## src/rtl/fvn_pkg.sv

```systemverilog
// Types, constants and arithmetic helpers of the fractal value-noise heightmap.
package fvn_pkg;

  localparam int OCTAVES     = 6;
  localparam int PIX_W       = 12;
  localparam int SEED_W      = 32;
  localparam int SCALE_W     = 24;
  localparam int COORD_W     = 48;
  localparam int ACC_W       = 40;
  localparam int CELL_STAGES = 6;
  localparam int CFG_IDX_W   = 2;
  localparam int CFG_DATA_W  = 32;
  localparam int HEIGHT_W    = 32;

  localparam logic [CFG_IDX_W-1:0] REG_SEED  = 2'd0;
  localparam logic [CFG_IDX_W-1:0] REG_SCALE = 2'd1;

  localparam logic [SCALE_W-1:0] SCALE_RESET = 24'd655;

  localparam logic [31:0] HASH_Y_MUL  = 32'd57;
  localparam logic [31:0] SEED_MUL    = 32'd131;
  localparam logic [31:0] HASH_MUL    = 32'd15731;
  localparam logic [31:0] HASH_ADD1   = 32'd789221;
  localparam logic [31:0] HASH_ADD2   = 32'd1376312589;

  typedef struct packed {
    logic                    valid;
    logic [COORD_W-1:0]      x;
    logic [COORD_W-1:0]      y;
    logic signed [ACC_W-1:0] acc;
  } cell_bus_t;

  function automatic logic [31:0] hash_pre(input logic [31:0] x, input logic [31:0] y,
                                           input logic [31:0] s131);
    logic [31:0] n;
    n = x + 32'(y * HASH_Y_MUL) + s131;
    return (n << 13) ^ n;
  endfunction

  function automatic logic [19:0] fade_p(input logic [15:0] t, input logic [31:0] t2);
    logic [39:0] s;
    s = 40'(t2) * 40'd6 + (40'd10 << 32) - 40'(t) * 40'd983040 + 40'd32768;
    return s[35:16];
  endfunction

  function automatic logic [32:0] fade_c(input logic [47:0] t3);
    logic [48:0] s;
    s = 49'(t3) + 49'd32768;
    return s[48:16];
  endfunction

  function automatic logic [16:0] fade_f(input logic [32:0] c, input logic [19:0] p);
    logic [52:0] s;
    s = 53'(c) * 53'(p) + 53'h80000000;
    return s[48:32];
  endfunction

  function automatic logic signed [33:0] lerp(input logic signed [33:0] a,
                                              input logic signed [33:0] b,
                                              input logic [16:0] f);
    logic signed [34:0] d;
    logic signed [52:0] pr;
    logic signed [52:0] sh;
    d  = 35'(b) - 35'(a);
    pr = 53'(d) * 53'($signed({1'b0, f})) + 53'sd32768;
    sh = pr >>> 16;
    return a + 34'(sh);
  endfunction

endpackage

```

## src/rtl/fvn_norm.sv

```systemverilog
// Normalizer: divides the weighted octave sum by 63, rounding half away from zero.
module fvn_norm (
  input  logic                             clk_i,
  input  logic                             rst_ni,
  input  logic                             en_i,
  input  fvn_pkg::cell_bus_t               bus_i,
  output logic                             valid_o,
  output logic [fvn_pkg::HEIGHT_W-1:0]     height_o
);

  logic [4:0]  valid_q;
  logic [37:0] x1_q, x2_q, x3_q, x4_q;
  logic [4:0]  neg_q;
  logic [43:0] y2_q;
  logic [55:0] y3_q;
  logic [31:0] qe4_q;
  logic [31:0] height_q;

  logic [37:0] mag;
  logic [79:0] y4;
  logic [39:0] rem;
  logic [31:0] qc;

  always_comb begin
    mag = bus_i.acc[fvn_pkg::ACC_W-1] ? 38'(-bus_i.acc) : 38'(bus_i.acc);
    y4  = (80'(y3_q) << 24) + 80'(y3_q);
    rem = 40'(x4_q) - ((40'(qe4_q) << 6) - 40'(qe4_q));
    qc  = (rem >= 40'd63) ? qe4_q + 32'd1 : qe4_q;
  end

  always_ff @(posedge clk_i or negedge rst_ni) begin
    if (!rst_ni) begin
      valid_q <= '0;
    end else if (en_i) begin
      valid_q <= {valid_q[3:0], bus_i.valid};
    end
  end

  always_ff @(posedge clk_i) begin
    if (en_i) begin
      x1_q     <= mag + 38'd31;
      neg_q    <= {neg_q[3:0], bus_i.acc[fvn_pkg::ACC_W-1]};
      y2_q     <= (44'(x1_q) << 6) + 44'(x1_q);
      x2_q     <= x1_q;
      y3_q     <= (56'(y2_q) << 12) + 56'(y2_q);
      x3_q     <= x2_q;
      qe4_q    <= y4[79:48];
      x4_q     <= x3_q;
      height_q <= neg_q[3] ? -qc : qc;
    end
  end

  assign valid_o  = valid_q[4];
  assign height_o = height_q;

endmodule

```

## config.mk

```make
export PLATFORM = sky130hd
export DESIGN_NAME = fvn_norm
export DESIGN_NICKNAME = d
export VERILOG_FILES = /design/src/rtl/fvn_pkg.sv /design/src/rtl/fvn_norm.sv
export SDC_FILE = /design/constraint.sdc
export NUM_CORES = 1
export LEC_CHECK = 0
export ABC_AREA = 1
export BUFFER_PORTS_ARGS = -buffer_cell sky130_fd_sc_hd__buf_2
export CORE_ASPECT_RATIO = 0.5
export CORE_UTILIZATION = 55
export DETAILED_ROUTE_END_ITERATION = 7
export PLACE_DENSITY = 0.74
export SLEW_MARGIN = 20
export SYNTH_ARGS = -nofsm -noshare
export SYNTH_HDL_FRONTEND = slang
export SYNTH_SLANG_ARGS = --single-unit
```

## constraint.sdc

```tcl
create_clock -name clk_i -period 7 [get_ports clk_i]
set_input_delay 1.4 -clock clk_i [delete_from_list [all_inputs] [get_ports clk_i]]
set_output_delay 1.4 -clock clk_i [all_outputs]
set_load 0.005 [all_outputs]
```

[After elaboration in Yosys (flattened, before gate mapping)]
Index checks and enable logic that the tools add are counted.
Storage, ports and cells
  word-level logic and storage cells: 23
  bits of input ports: 140
  bits in registers: 325
  output and inout bits: 33
Cells by class
  add/sub/neg operators: 9
  $lt $le $gt $ge: 1
  multiplexer cells: 3
Operator list (number)
  80-bit by 56-bit adder with 80-bit output: 1
  32-bit 2-to-1 mux: 2
  56-bit by 44-bit adder with 56-bit output: 1
  44-bit by 38-bit adder with 44-bit output: 1
  40-bit by 6-bit greater-or-equal comparator with 1-bit output (second input constant): 1
  39-bit by 39-bit subtractor with 40-bit output: 1
  38-bit by 32-bit subtractor with 39-bit output: 1
  38-bit by 5-bit adder with 38-bit output (second input constant): 1
  38-bit 2-to-1 mux: 1
  38-bit negator: 1
  32-bit by 1-bit adder with 32-bit output (second input constant): 1
  32-bit negator: 1

[Logic depth before layout (Yosys ltp)]
  word-level depth: 6
  gate-level depth with buffers: 47
  mapped depth without buffers: 45

[Least setup slack after synthesis]
OpenSTA, ideal clock, no wires.
  path type: reg2reg
  start: register qe4_q[1]
  end: register height_q[18] (netlist: height_o[18]), data pin
  cell stages (with the launch flop): 43
  data required time: 6.746 ns
  clock period less this slack: 5.577 ns
  data arrival time: 5.323 ns
  setup time: 0.254 ns
  buffers on the path: 2
  slack: 1.423 ns
  cell sequence: edfxtp_1 -> ha_1 -> nand2_1 -> nand2_1 -> nand2_1 -> nand2_1 -> nand2_1 -> nand2_1 -> nand2_1 -> nand3_1 -> nand3_1 -> nand2_1 -> a21boi_0 -> o21bai_1 -> a2111oi_0 -> xor2_1 -> ha_1 -> nand2_1 -> [... 7 more ...] -> nand2_1 -> inv_1 -> nand3_1 -> nor2_2 -> nand4_4 -> buf_6 -> o21ai_4 -> ha_1 -> inv_1 -> nor2_1 -> nand2_2 -> nor2_4 -> nand2_1 -> nand2_1 -> buf_6 -> nand2_1 -> xor2_1 -> inv_1
Between the ends
  cells in the longest elaborated chain, start to end: 6
RTL lines
  start, declared: line fvn_norm.sv:16  | logic [31:0] qe4_q;
  start signal, assigned: line fvn_norm.sv:47  | qe4_q <= y4[79:48];
  38-bit by 32-bit subtractor with 39-bit output: line fvn_norm.sv:27  | rem = 40'(x4_q) - ((40'(qe4_q) << 6) - 40'(qe4_q));
  39-bit by 39-bit subtractor with 40-bit output: line fvn_norm.sv:27
  40-bit by 6-bit greater-or-equal comparator with 1-bit output: line fvn_norm.sv:28  | qc = (rem >= 40'd63) ? qe4_q + 32'd1 : qe4_q;
  32-bit 2-to-1 mux (*): line fvn_norm.sv:28
  32-bit negator: line fvn_norm.sv:49  | height_q <= neg_q[3] ? -qc : qc;
  32-bit 2-to-1 mux (*): line fvn_norm.sv:49
  end signal, assigned: line fvn_norm.sv:49
  end, declared: line fvn_norm.sv:17  | logic [31:0] height_q;
Mark *: on every way between the ends. The rest lies on a longest branch, timed or not.
A chain may end at the register's enable or synchronous reset.

[Worst setup path after layout]
  start: register qe4_q[10]
  end: register height_q[11] (netlist: height_o[11]), data pin
The elaborated chain is that of the path after synthesis.

==> impl_metrics.tcl <==
set metrics [dict create \
    hpwl_um 50050 \
    yosys_most_used_dff "edfxtp_1" \
    coreArea_um2 42240 \
    grt_util_all_layers_pct 27.90 \
    crit_fanout 32 \
    timing.fmax_mhz 152.6 \
    synthTopCellsByArea "edfxtp_1 39%, nand2_1 12%, ha_1 8.6%" \
    grt_max_degree 171 \
    crit_path_frequent_cell "nand2_1" \
    arrival_ns 6.89 \
    yosys_register_bits 313 \
    ant_nets 0 \
    worstSetupPathType "reg2reg" \
    yosysTopAreaCell "edfxtp_1" \
    via_per_inst 5.423 \
    cap_violations 0 \
    final_max_slew_viol_count 0 \
    drcViolationCount 0 \
    netlist_instances 2986 \
    crit_path_max_incr_delay_ns 0.48 \
    regArea_um2 9374 \
    p_leak_nw 11.76 \
    gr-total-overflow 0 \
    rsz0062_at_grt "no" \
    drive_above_1_share_pct 7.697 \
    syn_area_per_cell_um2 7.951 \
    clock_path_buffers 3 \
    stdcell_count 3695 \
    drt_iter0_markers 1770 \
    period_share_pct 93.63 \
    placement_rows 53 \
    nets 3402 \
    status "finished, final reports clean" \
    holdWs_ns 0.4189 \
    multiInputGateArea_um2 12650 \
    fill_cells 3743 \
    dr.pass1.iters 6 \
    clk_latency_ns 0.59 \
    synth_edf_count 308 \
    gp_congestion 1.003 \
    worst_pin_slew_ns 1.003 \
    tritoncts.num_buffers 29 \
    hold_viol_final 0 \
    io_buffers 75 \
    io_pins 173 \
    h-tree-depth 1 \
    start_util_pct 56.20 \
    dp.cells 3633 \
    placed_area_um2 24860 \
    grt_pass1_vias 18200 \
    diodes 0 \
    stdcell_area_um2 25900 \
    antenna_found_initial 1 \
    clock-root-buffer "clkbuf_16" \
    wl_um 61580 \
    p_total_mw 11.72 \
    cts_tree "done" \
    yosys.area.top_type_share_pct 38.96 \
    yosysWarnings 0 \
    fin_util_pct 61.31 \
    cts_sinks 313 \
    die-area_um2 44050 \
    slew_headroom_pct 33.16 \
    min_path_type "reg2reg" \
    tns_ns 0 \
    vias 20040 \
    crit_path_end_kind "register" \
    seq_area_frac_synth_pct 39.49 \
    final_common_cell "nand2_1" \
    finalCriticalPeriod_ns 6.554 \
    fin_worst_skew_ns 0.01699 \
    power.density_nw_per_um2 452.4 \
    cp_slowest_cell "edfxtp_1" \
    syn_area_um2 23740 \
    ir_drop_mv 0.3813 \
    final_cell_mix "765 x nand2_1, 430 x inv_1, 308 x edfxtp_1" \
    setup_viol 0 \
    synth_cell_types 61 \
    synthArstFlopShare_pct 1.597 \
    syn2layout_area_growth_pct 9.096 \
    wl_per_cell_um 16.67 \
    startpoint_type "register" \
    chipWidth_um 295.8 \
    cts.clk_slew.worst_paths_ns 0.07 \
    cp.required_ns 7.33 \
    setup_ws_ns 0.4456 \
    die_h_um 148.9 \
    postSynthNetCount 3292 \
    grt_pass1_wl_um 95650 \
    pre_cts_ws_ns 0.2731 \
]
-- path summary, 6_finish.rpt --
path / slack, ns / cells past startpoint / endpoint / start
min in group asynchronous: 0.62 / 1 / valid_q[4] / rst_ni
worst max-delay path: 0.45 / 35 / height_o[11] / qe4_q[10]
worst min-delay path: 0.42 / 0 / x4_q[11] / x3_q[11]
max in group asynchronous: 6.25 / 1 / valid_q[3] / rst_ni
worst max register to register: 0.45 / 35 / height_o[11] / qe4_q[10]
worst min register to register: 0.42 / 0 / x4_q[11] / x3_q[11]
-- report_power, final --
| group | internal, mW | leakage [nW] | switching [mW] |
|---|---|---|---|
| Combinational | 2.43 | 8.25 | 4.74 |
| Sequential | 2.61 | 3.07 | 0.399 |
| Clock | 0.814 | 0.442 | 0.724 |
| Total | 5.85 | 11.8 | 5.87 |
-- cell usage after synthesis (14+ instances only) --
master      n
nand3_1   128
edfxtp_1  308
nand2_2    27
nor2_1    307
o21a_1     14
xnor2_1    66
xor2_1    200
nor4_1     26
nand2_1   766
a21oi_1   179
nor2_2     20
a31oi_1    22
nand4_1    50
nor3_1     55
ha_1      163
inv_1     430
o21ai_0    83
-- critical path: cells and delay by family (launching register included) --
family                     cells  cell delay [ns]
DFF                            1             0.48
and+or+nand+nor               17             2.29
xor gates and xnor gates       2             0.50
buffers and inverters          5             0.64
AOI/OAI and AO/OA              9             1.66
adders and majority gates      2             0.72
-- final cells by class --
class / instances / area share [%]
well taps: 577 / 2.787
clock inverters: 19 / 0.6522
flip-flops and latches: 313 / 36.19
repair buffers: 98 / 2.251
clock buffers: 34 / 2.874
inverters: 441 / 6.391
multi-input cells: 2213 / 48.85
-- state kept, by name (all words and copies together), names as in the netlist --
signal and cells:
x2_q 38, height_o 32, y3_q 50, neg_q 4
x3_q 38, qe4_q 32, y2_q 38, valid_q 5
x1_q 38, x4_q 38
-- metal layers --
metal | vias up | wire length [um] | GRT usage (%)
li1 | 10120 | - | -
met1 | 9133 | 28720 | 40.65
met2 | 660 | 26490 | 43.82
met3 | 124 | 4610 | 3.218
met4 | 2 | 1753 | 7.953
met5 | - | 13 | 0
-- timing repair --
action | CTS | global route
gates resized for setup | 0 | 12
endpoints found under the hold margin | 0 | 0
setup buffers | 0 | 9
hold buffers | 0 | 0
setup endpoints to repair | 0 | 19
-- cell families after synthesis --
kind of cell | Yosys count | synth area share (%)
DFF | 313 | 39.49
muxes | 1 | 0.04743
AOI/OAI and AO/OA | 366 | 8.781
and+or+nand+nor | 1414 | 25.55
xor gates and xnor gates | 266 | 9.813
buffers and inverters | 460 | 7.479
adders and majority gates | 166 | 8.844
Power figures use the tool's default switching activity.
